## src/rtl/glb_pkg.sv

```systemverilog
// ----------------------------------------------------------------------------
// glb_pkg
// Shared types, constants and helpers for the glyph row blitter.
// ----------------------------------------------------------------------------
package glb_pkg;

    localparam int GLYPH_ROWS    = 16;
    localparam int ROW_W         = $clog2(GLYPH_ROWS);
    localparam int FONT_BYTES_DEF = 4096;
    localparam int FONT_INDEX_W  = 12;
    localparam int QUEUE_DEPTH   = 4;

    // configuration register indexes
    localparam logic [2:0] REG_TEXT_COLUMNS = 3'd0;
    localparam logic [2:0] REG_TEXT_ROWS    = 3'd1;
    localparam logic [2:0] REG_LINE_PITCH   = 3'd2;
    localparam logic [2:0] REG_PIXEL_FORMAT = 3'd3;
    localparam logic [2:0] REG_FRAME_BASE   = 3'd4;

    // request kinds carried from front to back
    localparam logic KIND_LOAD = 1'b0;
    localparam logic KIND_DRAW = 1'b1;

    typedef struct packed {
        logic                    kind;
        logic [FONT_INDEX_W-1:0] font_index;
        logic [7:0]              font_byte;
        logic [6:0]              glyph;
        logic [6:0]              cell_row;
        logic [31:0]             start_addr;
        logic [31:0]             color;
    } glb_cmd_t;

    function automatic logic [31:0] mask_color(input logic [31:0] color,
                                               input logic [1:0]  fmt);
        logic [31:0] m;
        unique case (fmt)
            2'd0:    m = 32'h0000_00ff;
            2'd1:    m = 32'h0000_ffff;
            2'd2:    m = 32'h00ff_ffff;
            default: m = 32'hffff_ffff;
        endcase
        return color & m;
    endfunction

endpackage

```

## src/rtl/glb_queue.sv

```systemverilog
// ----------------------------------------------------------------------------
// glb_queue
// Short FIFO of classified requests between front and back.
// ----------------------------------------------------------------------------
module glb_queue (
    input  logic              aclk,
    input  logic              aresetn,
    input  logic              push,
    input  glb_pkg::glb_cmd_t push_cmd,
    input  logic              pop,
    output glb_pkg::glb_cmd_t pop_cmd,
    output logic              full,
    output logic              empty
);
    import glb_pkg::*;

    localparam int PTR_W = $clog2(QUEUE_DEPTH);

    glb_cmd_t         slot_reg [QUEUE_DEPTH];
    logic [PTR_W-1:0] wr_ptr_reg, wr_ptr_next;
    logic [PTR_W-1:0] rd_ptr_reg, rd_ptr_next;
    logic [PTR_W:0]   count_reg, count_next;

    assign full    = (count_reg == (PTR_W+1)'(QUEUE_DEPTH));
    assign empty   = (count_reg == '0);
    assign pop_cmd = slot_reg[rd_ptr_reg];

    always_comb begin
        wr_ptr_next = push ? wr_ptr_reg + 1'b1 : wr_ptr_reg;
        rd_ptr_next = pop  ? rd_ptr_reg + 1'b1 : rd_ptr_reg;
        count_next  = count_reg + (PTR_W+1)'(push) - (PTR_W+1)'(pop);
    end

    always_ff @(posedge aclk) begin
        if (!aresetn) begin
            wr_ptr_reg <= '0;
            rd_ptr_reg <= '0;
            count_reg  <= '0;
        end else begin
            wr_ptr_reg <= wr_ptr_next;
            rd_ptr_reg <= rd_ptr_next;
            count_reg  <= count_next;
        end
    end

    always_ff @(posedge aclk) begin
        if (push) begin
            slot_reg[wr_ptr_reg] <= push_cmd;
        end
    end

endmodule

```

## config.mk

```make
export PLATFORM = sky130hd
export DESIGN_NAME = glb_queue
export DESIGN_NICKNAME = d
export VERILOG_FILES = /design/src/rtl/glb_pkg.sv /design/src/rtl/glb_queue.sv
export SDC_FILE = /design/constraint.sdc
export NUM_CORES = 1
export LEC_CHECK = 0
export ABC_AREA = 1
export BUFFER_PORTS_ARGS = -buffer_cell sky130_fd_sc_hd__buf_2
export CAP_MARGIN = 20
export CORE_ASPECT_RATIO = 1.4
export CORE_MARGIN = 1
export CORE_UTILIZATION = 35
export DETAILED_ROUTE_END_ITERATION = 12
export MAX_ROUTING_LAYER = met4
export RECOVER_POWER = 100
export SLEW_MARGIN = 30
export SYNTH_ARGS = -nofsm -noshare
export SYNTH_HDL_FRONTEND = slang
export SYNTH_SLANG_ARGS = --single-unit
```

## constraint.sdc

```tcl
create_clock -name aclk -period 4.15 [get_ports aclk]
set_clock_uncertainty 0.1 [all_clocks]
set_input_delay 0 -clock aclk [delete_from_list [all_inputs] [get_ports aclk]]
set_output_delay 0 -clock aclk [all_outputs]
set_load 0.005 [all_outputs]
```

==> reports/results.ini <==
[status]
status = complete, but fails checks
violations = capacitance limit, slew limit

[global_route]
gr-total-overflow = 0
antenna_found_initial = 3
grt_usage = 0.145
grt_pass1_vias = 9857
grt_max_degree = 109
grt_pass1_wl_microns = 52000

[placement]
place_inst = 1976
io_buffers = 203
place_ws_ns = 1.95
gp_congestion = 0.742
place_hpwl_microns = 19500

[final_layout]
nets = 1615
syn_to_final_growth_pct = 21.7
layout_common_cells = edfxtp_1 (396), inv_1 (211), nand2_1 (208), clkbuf_1 (155), dlygate4sd3_1 (103)
drive_above_1_share = 0.138
final_cells = 2156
final_common_cell = edfxtp_1
largest_register_ff_count = 396

[timing]
period_share = 0.772
finalSetupViolCount = 0
rsz0062_at_grt = no
timing.final.ws_setup_ns = 0.945
finalCriticalPeriod_ns = 3.21
setup-tns-final_ns = 0
maxSlewHeadroom = -0.576
max_freq_mhz = 312
worstMarginPinSlew_ns = 2.36
drv_slew = 290
final-hold-violation-count = 0

[clock_tree]
cts_resized = 0
cts_root_buf = clkbuf_16
htree_levels = 2
clk_pin_slew_ns = 0.06
cts_tree = built
clk_path_buf_depth = 3
clk_latency_ns = 0.52
numCtsBuffers = 41
cts_sinks = 405

[worst_setup_path]
cpPeakStageDelay_ns = 1.63
rr_worst_depth = 5
cp_slowest_cell = inv_1
reg2reg_to = slot_reg[0][17]
cp.arrival_ns = 3.30
crit_family = buffers and inverters
worstSetupPathType = flop to flop
crit_buf_inv = 3
r2r-start = wr_ptr_reg[0]
crit_path_max_fanout = 52
start_kind = flop
path_common_cell = inv_1
cp-end-kind = flop
worstPathRequired_ns = 4.24
reg2reg_slack_ns = 0.94
crit_chain = inv_1, ha_1, nand2_1, inv_1, buf_12

[floorplan]
initial_core_util = 0.356
die_area_sq_um = 47900
ios = 204
rows = 93
die_y_microns = 258
chipWidth_microns = 185
core_area_sq_um = 46200

[power_and_ir_drop]
p_int_mw = 7.01
comb_power_share = 0.094
p_switching_mw = 2.09
p_leak_nw = 7.30
power.total_mw = 9.10
clkPwrFrac = 0.383
irDropWorstVdd_v = 0.000359
p_sw_frac = 0.229
p_seq_frac = 0.523
powerDensity_nw_per_um2 = 455

[synth]
yosys.area_share.simple = 0.0485
synth_top_family_by_area = compound AO/OA/AOI/OAI gates
synth_adder_area_share = 0.00578
ys_seq_area_frac = 0.734
synthMuxAreaShare = 0
synth_xor_area_frac = 0
synth_area_sq_um = 16400
yosysUniqueCellTypes = 19
ys_warn_count = 0
synth.avg_cell_area_sq_um = 13.6
ys_ff_latch = 405
synth_compound_area_frac = 0.131
synth_fp_nets = 1320
syn_inst = 1210

[worst_hold_path]
holdPathEnd = rd_ptr_reg[0]
hold_path.class = input pin to flop
min_from = pop
hold_depth = 3

[detailed_routing]
drt_iter0_markers = 498
viasPerCell = 4.57
drc = 0
vias = 9849
ant_nets = 0
drt_first_pass_iters = 5
wl_per_cell_microns = 15.5
routed_wl_microns = 33400

[flow_run]
cap_viol_max_count = 5

[timing repair]
action                    in CTS  in global routing
buffers inserted               0                  0
hold buffers                 103                  0
hold endpoints to repair     405                  0
[Yosys cell counts]
cell	number	share of area
edfxtp_1	396	0.72
o211ai_2	30	0.023
a21oi_1	45	0.014
o21ai_0	40	0.012
o21ai_1	63	0.019
dfxtp_1	9	0.011
a21oi_2	60	0.032
nand3_1	1	0.00030
nor3_1	1	0.00030
buf_6	27	0.018
nand2_1	208	0.047
buf_4	10	0.0046
o211ai_1	69	0.031
fa_1	1	0.0012
inv_1	213	0.049
ha_1	6	0.0046
clkbuf_1	2	0.00046
nor2_1	2	0.00046
buf_2	27	0.0082
[area by class of cell]
class | instances | area [sq um]
repair buffers | 318 | 2040
well taps | 617 | 772
clock inverters | 28 | 225
diodes | 3 | 7.51
inverters | 213 | 806
multi-input cells | 526 | 3040
flip-flops and latches | 405 | 12100
fillers | 4247 | 26200
clock buffers | 46 | 1040
[through the flow]
stage	util	hold WS, ns	cell area (sq um)
2_1_floorplan	-	-0.00809	16400
3_3_place_gp	0.388	0.110	17900
3_5_place_dp	0.388	0.117	17900
4_1_cts	0.438	0.0838	20200
5_1_grt	0.433	0.172	20000
6_report	0.433	0.167	20000
[cells by family after synthesis]
group	Yosys count
flip-flops	405
AO/OA/AOI/OAI	307
buffers and inverters	279
AND/OR/NAND/NOR	212
adder cells (fa/ha/maj)	7
[routing by layer]
layer,track usage,vias to the layer above,part of all wire
met1,0.168,4756,0.41
met3,0.0240,70,0.043
met2,0.250,211,0.51
met4,0.0572,0,0.033
li1,-,4812,-
met5,-,-,0
[worst reg2reg max path, stage by stage, from the launching register on]
cell	delay, ns
dfxtp_1	0.33
inv_1	0.11
ha_1	0.16
nand2_1	0.06
inv_1	1.63
buf_12	0.46
[power by group through the flow]
stage	logic, mW	registers (mW)	clock network, mW
after global routing	0.971	4.77	3.76
after floorplan	0.509	4.81	0
after detailed placement	0.835	4.84	0
after CTS	0.918	4.75	3.59
final	0.858	4.76	3.49
after global placement	0.818	4.83	0
[worst max path at each step]
stage | startpoint | end | slack, ns | cells past startpoint
2_1_floorplan | wr_ptr_reg[0] | slot_reg[2][0] | 1.10 | 4
3_3_place_gp | wr_ptr_reg[1] | slot_reg[1][65] | 1.90 | 5
3_5_place_dp | wr_ptr_reg[0] | slot_reg[0][7] | 1.95 | 5
4_1_cts | flop | pop_cmd[19] | 1.48 | 5
5_1_grt | wr_ptr_reg[0] | slot_reg[0][11] | 0.65 | 5
6_report | wr_ptr_reg[0] | slot_reg[0][17] | 0.94 | 5
No activity file was read; power rests on OpenSTA's default activity.
