$ cat src/rtl/glb_pkg.sv
// ----------------------------------------------------------------------------
// glb_pkg
// Shared types, constants and helpers for the glyph row blitter.
// ----------------------------------------------------------------------------
package glb_pkg;

    localparam int GLYPH_ROWS    = 16;
    localparam int ROW_W         = $clog2(GLYPH_ROWS);
    localparam int FONT_BYTES_DEF = 4096;
    localparam int FONT_INDEX_W  = 12;
    localparam int QUEUE_DEPTH   = 4;

    // configuration register indexes
    localparam logic [2:0] REG_TEXT_COLUMNS = 3'd0;
    localparam logic [2:0] REG_TEXT_ROWS    = 3'd1;
    localparam logic [2:0] REG_LINE_PITCH   = 3'd2;
    localparam logic [2:0] REG_PIXEL_FORMAT = 3'd3;
    localparam logic [2:0] REG_FRAME_BASE   = 3'd4;

    // request kinds carried from front to back
    localparam logic KIND_LOAD = 1'b0;
    localparam logic KIND_DRAW = 1'b1;

    typedef struct packed {
        logic                    kind;
        logic [FONT_INDEX_W-1:0] font_index;
        logic [7:0]              font_byte;
        logic [6:0]              glyph;
        logic [6:0]              cell_row;
        logic [31:0]             start_addr;
        logic [31:0]             color;
    } glb_cmd_t;

    function automatic logic [31:0] mask_color(input logic [31:0] color,
                                               input logic [1:0]  fmt);
        logic [31:0] m;
        unique case (fmt)
            2'd0:    m = 32'h0000_00ff;
            2'd1:    m = 32'h0000_ffff;
            2'd2:    m = 32'h00ff_ffff;
            default: m = 32'hffff_ffff;
        endcase
        return color & m;
    endfunction

endpackage

$ cat src/rtl/glb_front.sv
// ----------------------------------------------------------------------------
// glb_front
// Holds the configuration, accepts requests and classifies them into font
// loads and draws; out-of-range requests are dropped here.
// ----------------------------------------------------------------------------
module glb_front #(
    parameter int FONT_BYTES = glb_pkg::FONT_BYTES_DEF
) (
    input  logic             aclk,
    input  logic             aresetn,
    input  logic             cfg_we,
    input  logic [2:0]       cfg_index,
    input  logic [31:0]      cfg_wdata,
    input  logic             req_valid,
    input  logic             req_op,
    input  logic [7:0]       req_column,
    input  logic [6:0]       req_row,
    input  logic [7:0]       req_code,
    input  logic [31:0]      req_color,
    input  logic [11:0]      req_findex,
    input  logic [7:0]       req_fbyte,
    input  logic             q_full,
    output logic             q_push,
    output glb_pkg::glb_cmd_t q_cmd,
    output logic [15:0]      line_pitch
);
    import glb_pkg::*;

    localparam logic [FONT_INDEX_W:0] FONT_LIMIT = (FONT_INDEX_W+1)'(FONT_BYTES);

    logic [7:0]  text_columns_reg;
    logic [6:0]  text_rows_reg;
    logic [15:0] line_pitch_reg;
    logic [1:0]  pixel_format_reg;
    logic [31:0] frame_base_reg;

    always_ff @(posedge aclk) begin
        if (!aresetn) begin
            text_columns_reg <= 8'd240;
            text_rows_reg    <= 7'd67;
            line_pitch_reg   <= 16'd1920;
            pixel_format_reg <= 2'd0;
            frame_base_reg   <= 32'd0;
        end else if (cfg_we) begin
            unique case (cfg_index)
                REG_TEXT_COLUMNS: text_columns_reg <= cfg_wdata[7:0];
                REG_TEXT_ROWS:    text_rows_reg    <= cfg_wdata[6:0];
                REG_LINE_PITCH:   line_pitch_reg   <= cfg_wdata[15:0];
                REG_PIXEL_FORMAT: pixel_format_reg <= cfg_wdata[1:0];
                REG_FRAME_BASE:   frame_base_reg   <= cfg_wdata;
                default: ;
            endcase
        end
    end

    assign line_pitch = line_pitch_reg;

    logic        load_ok;
    logic        draw_ok;
    logic [13:0] col_offset;

    // column * 8 * bytes_per_pixel; bytes_per_pixel runs 1..4, so 3 bits
    assign col_offset = {3'b000, req_column, 3'b000}
                      * {11'd0, {1'b0, pixel_format_reg} + 3'd1};

    assign load_ok = ({1'b0, req_findex} < FONT_LIMIT);
    assign draw_ok = (req_column < text_columns_reg) && (req_row < text_rows_reg)
                   && !req_code[7];

    always_comb begin
        q_cmd.kind       = req_op ? KIND_DRAW : KIND_LOAD;
        q_cmd.font_index = req_findex;
        q_cmd.font_byte  = req_fbyte;
        q_cmd.glyph      = req_code[6:0];
        q_cmd.cell_row   = req_row;
        q_cmd.start_addr = frame_base_reg + {18'd0, col_offset};
        q_cmd.color      = mask_color(req_color, pixel_format_reg);
    end

    assign q_push = req_valid && !q_full && (req_op ? draw_ok : load_ok);

endmodule

$ cat config.mk
export PLATFORM = sky130hd
export DESIGN_NAME = glb_front
export DESIGN_NICKNAME = d
export VERILOG_FILES = /design/src/rtl/glb_pkg.sv /design/src/rtl/glb_front.sv
export SDC_FILE = /design/constraint.sdc
export NUM_CORES = 1
export LEC_CHECK = 0
export ABC_AREA = 1
export BUFFER_PORTS_ARGS = -buffer_cell sky130_fd_sc_hd__buf_4
export CAP_MARGIN = 5
export CORE_AREA = 2 2 150 79
export DETAILED_ROUTE_END_ITERATION = 8
export DIE_AREA = 0 0 152 81
export GPL_ROUTABILITY_DRIVEN = 0
export PLACE_DENSITY = 0.86
export SLEW_MARGIN = 5
export SYNTH_ARGS = -nofsm -noshare
export SYNTH_HDL_FRONTEND = slang
export SYNTH_SLANG_ARGS = --single-unit
$ cat constraint.sdc
create_clock -name aclk -period 5.4 [get_ports aclk]
set_input_delay 0.54 -clock aclk [delete_from_list [all_inputs] [get_ports aclk]]
set_output_delay 0.54 -clock aclk [all_outputs]
set_load 0.005 [all_outputs]
==> flow_summary.yaml, run 1 <==
status:
  status: "finished clean"
cells_and_area:
  register_area_um2: 1301
  areaGrowthSynthToFinish_pct: 25.40
  diodes: 0
  final_area_um2: 6425
  stdcell_count: 1072
  n_fill_cell: 1066
  multi_input_area_um2: 2942
  fin_nets: 1079
  drive_above_1_share_pct: 20.82
  largest_reg_flops: 32
  finish.utilization_pct: 57.13
cts:
  cts_buffers: 9
  cts_tree: "yes"
  ctsHoldBuffers: 0
  clkTransAtPathRegs_ps: 60
  clk_latency_ps: 330
  clock-sinks: 65
  cts.path.max_buffers: 2
  clockRootBuffer: "clkbuf_16"
  htree_levels: 3
yosys:
  ys_seq_area_share_pct: 25.40
  netlist_area_um2: 5124
  synth_warnings: 0
  synth_seq_cells: 65
  avgSynthCellArea_um2: 6.341
  synth_nets: 970
  synth_edf_count: 0
  async_flop_share_pct: 0
  synth_cells: 808
  yosysUniqueCellTypes: 28
  yosys_most_used_dff: "dfxtp_1"
grt:
  antenna_found_initial: 0
  grt_pass1_vias: 4929
  grt_pass1_wl_mm: 24.34
  grt.overflow.total: 0
  grt_max_degree: 66
  track_usage_pct: 24.81
power_and_ir_drop:
  power_switching_mw: 0.3872
  power_density_nw_per_um2: 214.5
  peakVddDrop_v: 0.0001817
  power.share.clock_pct: 41.9
  switching_share_pct: 28.10
  combPwrFrac_pct: 20.9
  power.internal_mw: 0.9908
  power_frac_seq_pct: 37.2
  leakage_nw: 3.515
timing:
  rsz0062_at_grt: "false"
  hold_violations: 0
  final.setup.tns_ps: 0
  slew_headroom_pct: 49.91
  tightest_slew_ps: 750.5
  fmax_ghz: 0.1972
  setup_viol: 0
  clock_skew_ps: 0
  slew_violations: 0
  period_share_pct: 93.92
  timing.hold.ws_ps: 429.6
  min_period_ps: 5072
setup_path:
  end_kind: "output pin"
  critPathMaxFanout: 8
  cp-start-kind: "flip-flop"
  worst_r2r_startpoint: "pixel_format_reg[0]"
  crit_required_ps: 4860
  rrSetupSlack_ps: 4360
  reg2reg_depth: 3
  worstPathArrival_ps: 4530
  critPathKind: "flip-flop to output pin"
  critPathLaunch: "pixel_format_reg[0]"
placed_design:
  place_area_um2: 6097
  dp_cells: 1054
  placement.io_buffers: 161
  dp_hpwl_mm: 12.36
routing:
  via_count: 5386
  drt_iter0_drc: 475
  first_pass_iters: 5
  wirelength_mm: 15.48
  drc: 0
  wl_per_cell_um: 14.44
  ant_nets: 0
  routed_via_density: 5.024
die:
  die_y_um: 81
  fp-row-count: 28
  coreArea_um2: 11250
  initial_core_util_pct: 45.56
  die-width_um: 152
  die_area_um2: 12310
  ios: 232
hold_path:
  hold_path_depth: 3
  hold_path.class: "input pin to flip-flop"
  holdCritStartpoint: "cfg_wdata[8]"
flow_run:
  max_cap_violations: 0
[path summary, 6_finish.rpt]
kind / to
max: q_cmd[46]
min: line_pitch[8]
max reg2reg: pixel_format_reg[0]
min reg2reg: text_columns_reg[3]
[cells in the mapped netlist (2+ instances only)]
library cell    n  area [um2]
nand2_1       202       758.2
nor2_1        114       427.9
clkbuf_1       16       60.06
ha_1           38       475.5
nand4_1         8       50.05
xor2_1         14       122.6
xnor2_1         3       26.28
inv_1         121       454.2
inv_2           2       7.510
fa_1            8       160.2
nand3_2         2       20.02
nand3b_1        9       67.56
o211ai_1        7       52.55
a21oi_1        32       160.2
nor3_1          7       35.03
o21ai_0        56       280.3
nand3_1        43       215.2
clkinv_1        2       7.510
buf_4          47       352.8
dfxtp_1        65        1301
buf_2           2       10.01
nor2_2          4       25.02
[area by class of cell]
cell class,count,area share [%]
clock buffer,10,3.564
clock inverter,6,1.071
inverter,125,7.361
multi-input combinational,553,45.78
sequential,65,20.25
tap,150,2.921
timing repair buffer,163,19.05
[repair_timing]
item	4_1_cts	5_1_grt
buffers inserted	0	2
resized for setup	0	4
endpoints found under the hold margin	0	0
setup endpoints to repair	0	16
[critical path: stages (launching register included)]
cell and delay [ps]:
dfxtp_1 450, clkinvlp_4 190, ha_2 430, nand2_1 100, fa_1 460, inv_1 70
ha_1 170, inv_1 50, fa_1 400, inv_1 90, nand4_1 80, o211ai_1 130
nand3_1 110, nand2_1 100, ha_1 300, a21oi_2 230, inv_1 70, nor2_1 190
nand3_2 230, xor2_1 200, buf_4 140
[metrics by stage]
stage,worst slack [ps],power (mW)
finish,328.2,1.378
global route,79.10,1.438
CTS,33.15,1.379
detailed placement,411.3,0.8038
global placement,721.2,0.7969
floorplan,1103,0.6856
[cell families after synthesis]
group | after synthesis | synth area share, %
buffers and inverters | 190 | 17.41
adder cells (fa/ha/maj) | 46 | 12.41
flip-flops | 65 | 25.40
XOR/XNOR | 17 | 2.906
AO/OA/AOI/OAI | 98 | 10.04
AND/OR/NAND/NOR | 392 | 31.84
[placed cells by master, fill, tap and decap left out, types with 2 or more instances in the layout]
cell        Yosys  layout
nand2_1       202     202
buf_4          47     163
inv_1         121     121
nor2_1        114     114
dfxtp_1        65      65
o21ai_0        56      56
nand3_1        43      42
ha_1           38      37
a21oi_1        32      31
xor2_1         14      14
nand3b_1        9       9
clkbuf_16       0       9
nand4_1         8       8
fa_1            8       8
o211ai_1        7       7
nor3_1          7       7
nor2_2          4       4
xnor2_1         3       3
nand3_2         2       3
clkinv_4        0       3
clkinvlp_4      0       2
inv_2           2       2
[power by group through the flow]
stage                     Combinational (mW)  Clock, mW  Sequential (mW)
after detailed placement               0.282          0            0.521
after floorplan                        0.169          0            0.516
after global placement                 0.276          0            0.521
after CTS                              0.284      0.584            0.511
final                                  0.288      0.578            0.512
after global routing                   0.320      0.604            0.514
[routing by layer]
layer | global-route usage [%] | vias to the layer above | share of wire [%]
met1 | 37.11 | 2390 | 51
met2 | 34.32 | 285 | 37
met5 | 0 | - | 0
met3 | 8.591 | 11 | 11
met4 | 3.925 | 0 | 0.52
li1 | - | 2700 | -
No activity file was read; power rests on OpenSTA's default activity.
==> run 2: changes to the inputs <==
ABC_AREA = not set   (was 1)
CORE_AREA = 2 2 94 115   (was 2 2 150 79)
DIE_AREA = 0 0 96 117   (was 0 0 152 81)
==> flow_summary.yaml, run 2 <==
timing:
  slew_headroom_pct: 19.37
  setup_viol: 0
  clock_skew_ps: 0
  fmax_ghz: 0.1944
  tightest_slew_ps: 1206
  min_period_ps: 5145
  rsz0062_at_grt: "false"
  period_share_pct: 95.28
  final.setup.tns_ps: 0
  slew_violations: 0
  hold_violations: 0
setup_path:
  crit_buf_inv: 4
  cp-start-kind: "flip-flop"
  critPathKind: "flip-flop to output pin"
  cp_top_family: "adder cells"
  worst_r2r_startpoint: "frame_base_reg[22]"
  critPathMaxFanout: 8
  slowest_delay_ps: 570
  end_kind: "output pin"
  reg2reg_depth: 2
  reg2reg_to: "frame_base_reg[22]"
  critical_path.cell_chain: "inv_2 -> ha_4 -> nand2_1 -> fa_1 -> inv_1 -> ha_1 -> a21o_1 -> a21oi_2 -> o21ai_1 -> nor2_1 -> xnor2_1 -> ha_1 -> nand2_2 -> a2111oi_4 -> o21bai_2 -> o22ai_4 -> buf_4 -> nand3_1 -> xnor2_1 -> buf_4"
  crit_required_ps: 4860
  worstPathArrival_ps: 4610
  crit_slowest_cell: "fa_1"
  rrSetupSlack_ps: 4590
yosys:
  synth_commonest_cells: "nand2_1 (155), dfxtp_1 (65), a21boi_0 (53)"
  yosysUniqueCellTypes: 40
  avgSynthCellArea_um2: 7.833
  yosys_most_used_dff: "dfxtp_1"
  synth_cells: 595
  yosys.area.top_type: "dfxtp_1"
  synth_seq_cells: 65
  ys_seq_area_share_pct: 27.92
  post-synth-top-count-cell: "nand2_1"
  synth_warnings: 0
  synth_top_area_share_pct: 27.92
  async_flop_share_pct: 0
  synth_edf_count: 0
  synth_area_leaders: "dfxtp_1 (28%), nand2_1 (12%), ha_1 (10%)"
  synth_nets: 757
  netlist_area_um2: 4661
cts:
  htree_levels: 3
  clock-sinks: 65
  clkTransAtPathRegs_ps: 50
  cts_tree: "yes"
  clk_latency_ps: 330
  cts_buffers: 9
  clockRootBuffer: "clkbuf_16"
  cts.path.max_buffers: 2
placed_design:
  place_area_um2: 5614
  placement.io_buffers: 161
  dp_hpwl_mm: 10.64
hold_path:
  holdCritStartpoint: "cfg_wdata[9]"
  hold_path.class: "input pin to flip-flop"
  hold_path_depth: 3
  hold_end: "line_pitch[9]"
routing:
  wl_per_cell_um: 16.17
  via_count: 4429
  routed_via_density: 5.279
  ant_nets: 0
  wirelength_mm: 13.57
  drc: 0
  drt_iter0_drc: 176
  first_pass_iters: 4
grt:
  track_usage_pct: 23.98
  grt_pass1_wl_mm: 20.49
  grt_pass1_vias: 4304
  grt_max_degree: 66
  grt.overflow.total: 0
  antenna_found_initial: 0
die:
  die_y_um: 117
  ios: 232
  coreArea_um2: 10210
  initial_core_util_pct: 45.66
  die_area_um2: 11230
  die-width_um: 96
  fp-row-count: 41
status:
  status: "finished clean"
cells_and_area:
  multi_input_area_um2: 2854
  drive_above_1_share_pct: 28.31
  mostFrequentLayoutCell: "buf_4"
  most-common-layout-cells: "buf_4 (165), nand2_1 (154), dfxtp_1 (63)"
  fin_nets: 868
  diodes: 0
  areaGrowthSynthToFinish_pct: 28.40
  largest_reg_flops: 32
  final_area_um2: 5984
  register_area_um2: 1304
  n_fill_cell: 885
power_and_ir_drop:
  leakage_nw: 2.742
  power_density_nw_per_um2: 214.2
  peakVddDrop_v: 0.0002319
flow_run:
  max_cap_violations: 0
[run 2: worst max path at each step]
stage,start,end,slack (ps),cells past startpoint
detailed placement,pixel_format_reg[0],q_cmd[57],160,18
finish,pixel_format_reg[0],q_cmd[58],250,20
global placement,pixel_format_reg[0],q_cmd[59],350,18
global route,pixel_format_reg[0],q_cmd[62],9,21
CTS,pixel_format_reg[0],q_cmd[62],60,19
floorplan,pixel_format_reg[0],q_cmd[62],820,18
[run 2: power by group]
group	total [mW]	leakage, nW	internal [mW]	switching [mW]
logic	0.210	2.07	0.111	0.0988
registers	0.500	0.528	0.491	0.00824
clock network	0.572	0.144	0.366	0.207
total	1.28	2.74	0.968	0.314
[run 2: layer usage]
layer	track usage [%]	part of all wire [%]	vias to the layer above
met5	0	0	-
met2	43.15	52	196
met4	13.05	3.8	0
met3	8.323	10	46
li1	-	-	2129
met1	23.86	34	2058
[run 2: kinds of logic (layout without fill, tap and decap cells)]
| kind of cell | after synthesis | in the layout | share of synthesized area (%) |
|---|---|---|---|
| xor gates and xnor gates | 33 | 33 | 6.201 |
| buffers and inverters | 100 | 215 | 11.76 |
| muxes | 2 | 2 | 0.4295 |
| and+or+nand+nor | 244 | 244 | 23.41 |
| adders and majority gates | 46 | 46 | 13.64 |
| AOI/OAI and AO/OA | 105 | 105 | 16.64 |
| DFF | 65 | 65 | 27.92 |
[run 2: what timing repair did]
action / in CTS / in global routing
endpoints found under the setup margin: 15 / 19
setup buffers: 0 / 4
hold buffers: 0 / 0
endpoints found under the hold margin: 0 / 0
pin swaps: 1 / 3
gates resized for setup: 5 / 10
gates cloned: 0 / 0
[run 2: cell type report]
| type | count | area share [%] |
|---|---|---|
| Inverter | 35 | 2.195 |
| Multi-Input combinational cell | 430 | 47.69 |
| Clock buffer | 10 | 3.993 |
| Tap cell | 129 | 2.697 |
| Timing Repair Buffer | 165 | 20.70 |
| Sequential cell | 65 | 21.79 |
| Clock inverter | 5 | 0.9408 |
[run 2: tightest hold or removal path, stage by stage]
cell and delay [ps]:
buf_4 90, nand2_1 40, nand3_1 60
[run 2: per-stage QoR]
step | power, mW | setup WS, ps | util, % | instances | hold slack, ps
6_report | 1.282 | 254.7 | 58.62 | 839 | 430.7
5_1_grt | 1.334 | 8.582 | 58.62 | 839 | 433.3
4_1_cts | 1.288 | 63.50 | 58.07 | 835 | 424.9
3_5_place_dp | 0.7143 | 164.4 | 54.99 | 820 | 457.5
3_3_place_gp | 0.7067 | 348.0 | 54.99 | 820 | 453.4
2_1_floorplan | 0.6286 | 821.4 | - | 595 | 441.5
==> run 3: changes to the inputs <==
PLACE_DENSITY = 0.8   (was 0.86)
==> flow_summary.yaml, run 3 (synthesis results as in run 2) <==
status:
  status: "finished clean"
timing:
  setup_slack_ps: 206.0
  slew_headroom_pct: 19.32
  final.setup.tns_ps: 0
  hold_violations: 0
  slew_violations: 0
  period_share_pct: 96.18
  min_period_ps: 5194
  clock_skew_ps: 0
  setup_viol: 0
  tightest_slew_ps: 1207
  timing.hold.ws_ps: 436.8
  fmax_ghz: 0.1925
placed_design:
  post-place-ws_ps: 239.9
  place_area_um2: 5614
  dp_hpwl_mm: 10.01
  placement.io_buffers: 161
routing:
  drt_iter0_drc: 232
  wirelength_mm: 12.75
  drc: 0
  via_count: 4339
  wl_per_cell_um: 15.14
  routed_via_density: 5.153
  first_pass_iters: 5
  ant_nets: 0
power_and_ir_drop:
  p_total_mw: 1.288
  power_density_nw_per_um2: 214.0
  leakage_nw: 2.783
  peakVddDrop_v: 0.0002311
setup_path:
  critPathMaxFanout: 8
  worstPathArrival_ps: 4650
  crit_required_ps: 4860
  critPathKind: "flip-flop to output pin"
  slowest_delay_ps: 500
  cp_common_cell: "inv_1"
  crit_slowest_cell: "fa_1"
  critical_path.cell_chain: "clkinvlp_4 -> ha_4 -> nand2_1 -> fa_1 -> inv_1 -> ha_1 -> inv_1 -> fa_1 -> inv_1 -> a21o_1 -> a21oi_1 -> o21bai_1 -> a21oi_1 -> o21ai_0 -> ha_1 -> nor2b_1 -> nor2_1 -> o22ai_4 -> buf_4 -> nand3_1 -> xnor2_1 -> buf_4"
  cp-start-kind: "flip-flop"
  crit_buf_inv: 6
  end_kind: "output pin"
  cp_top_family: "adder cells"
grt:
  antenna_found_initial: 0
  grt.overflow.total: 0
  grt_pass1_vias: 4250
  grt_max_degree: 66
  track_usage_pct: 22.73
  grt_pass1_wl_mm: 19.64
cts:
  cts_tree: "yes"
  cts_buffers: 9
  cts.path.max_buffers: 2
  clockRootBuffer: "clkbuf_16"
  clkTransAtPathRegs_ps: 50
  htree_levels: 3
  clk_latency_ps: 330
  clock-sinks: 65
cells_and_area:
  final_area_um2: 6018
  fin_nets: 870
  most-common-layout-cells: "buf_4 (167), nand2_1 (154), dfxtp_1 (63)"
  drive_above_1_share_pct: 28.05
  n_fill_cell: 881
  mostFrequentLayoutCell: "buf_4"
  multi_input_area_um2: 2864
  diodes: 0
  register_area_um2: 1306
  areaGrowthSynthToFinish_pct: 29.13
  largest_reg_flops: 32
die:
  die_y_um: 117
  ios: 232
  initial_core_util_pct: 45.66
  die_area_um2: 11230
  coreArea_um2: 10210
  die-width_um: 96
  fp-row-count: 41
hold_path:
  hold_path.class: "input pin to flip-flop"
flow_run:
  max_cap_violations: 0
run 3: routing by layer:
metal	global-route usage, %	wire [um]	vias up
li1	-	-	2125
met3	7.490	1127	30
met5	0	0	-
met2	42.22	6737	190
met1	22.51	4505	1994
met4	10.48	375	0
run 3: what timing repair did:
item | in CTS | in global routing
endpoints found under the setup margin | 15 | 19
buffers inserted | 0 | 6
gates cloned | 0 | 0
pin swaps | 1 | 3
resized for setup | 5 | 11
hold buffers | 0 | 0
run 3: cell type report:
class	instances	share of cell area, %
well taps	129	2.682
flip-flops and latches	65	21.70
inverters	35	2.245
multi-input cells	430	47.59
clock inverters	4	0.8524
clock buffers	12	4.096
repair buffers	167	20.83
run 3: worst min-delay path, delay by kind of cell:
family | cells | cell delay (ps)
simple gates | 2 | 100
buf+inv | 1 | 90
run 3: path summary, 6_finish.rpt:
| check | startpoint | endpoint | slack (ps) | depth (start not counted) |
|---|---|---|---|---|
| max reg2reg | frame_base_reg[15] | frame_base_reg[15] | 4580 | 2 |
| max | pixel_format_reg[0] | q_cmd[58] | 210 | 22 |
| min reg2reg | line_pitch[0] | line_pitch[0] | 460 | 2 |
| min | cfg_wdata[8] | line_pitch[8] | 440 | 3 |
run 3: report_power, final:
group / total (mW) / switching (mW) / internal [mW]
logic: 0.208 / 0.0969 / 0.111
registers: 0.499 / 0.00843 / 0.491
clock network: 0.581 / 0.210 / 0.371
total: 1.29 / 0.315 / 0.973
run 3: per-stage QoR:
| stage | instances | utilization (%) |
|---|---|---|
| 3_3_place_gp | 820 | 54.99 |
| 2_1_floorplan | 595 | - |
| 4_1_cts | 836 | 58.02 |
| 5_1_grt | 842 | 58.95 |
| 6_report | 842 | 58.95 |
| 3_5_place_dp | 820 | 54.99 |
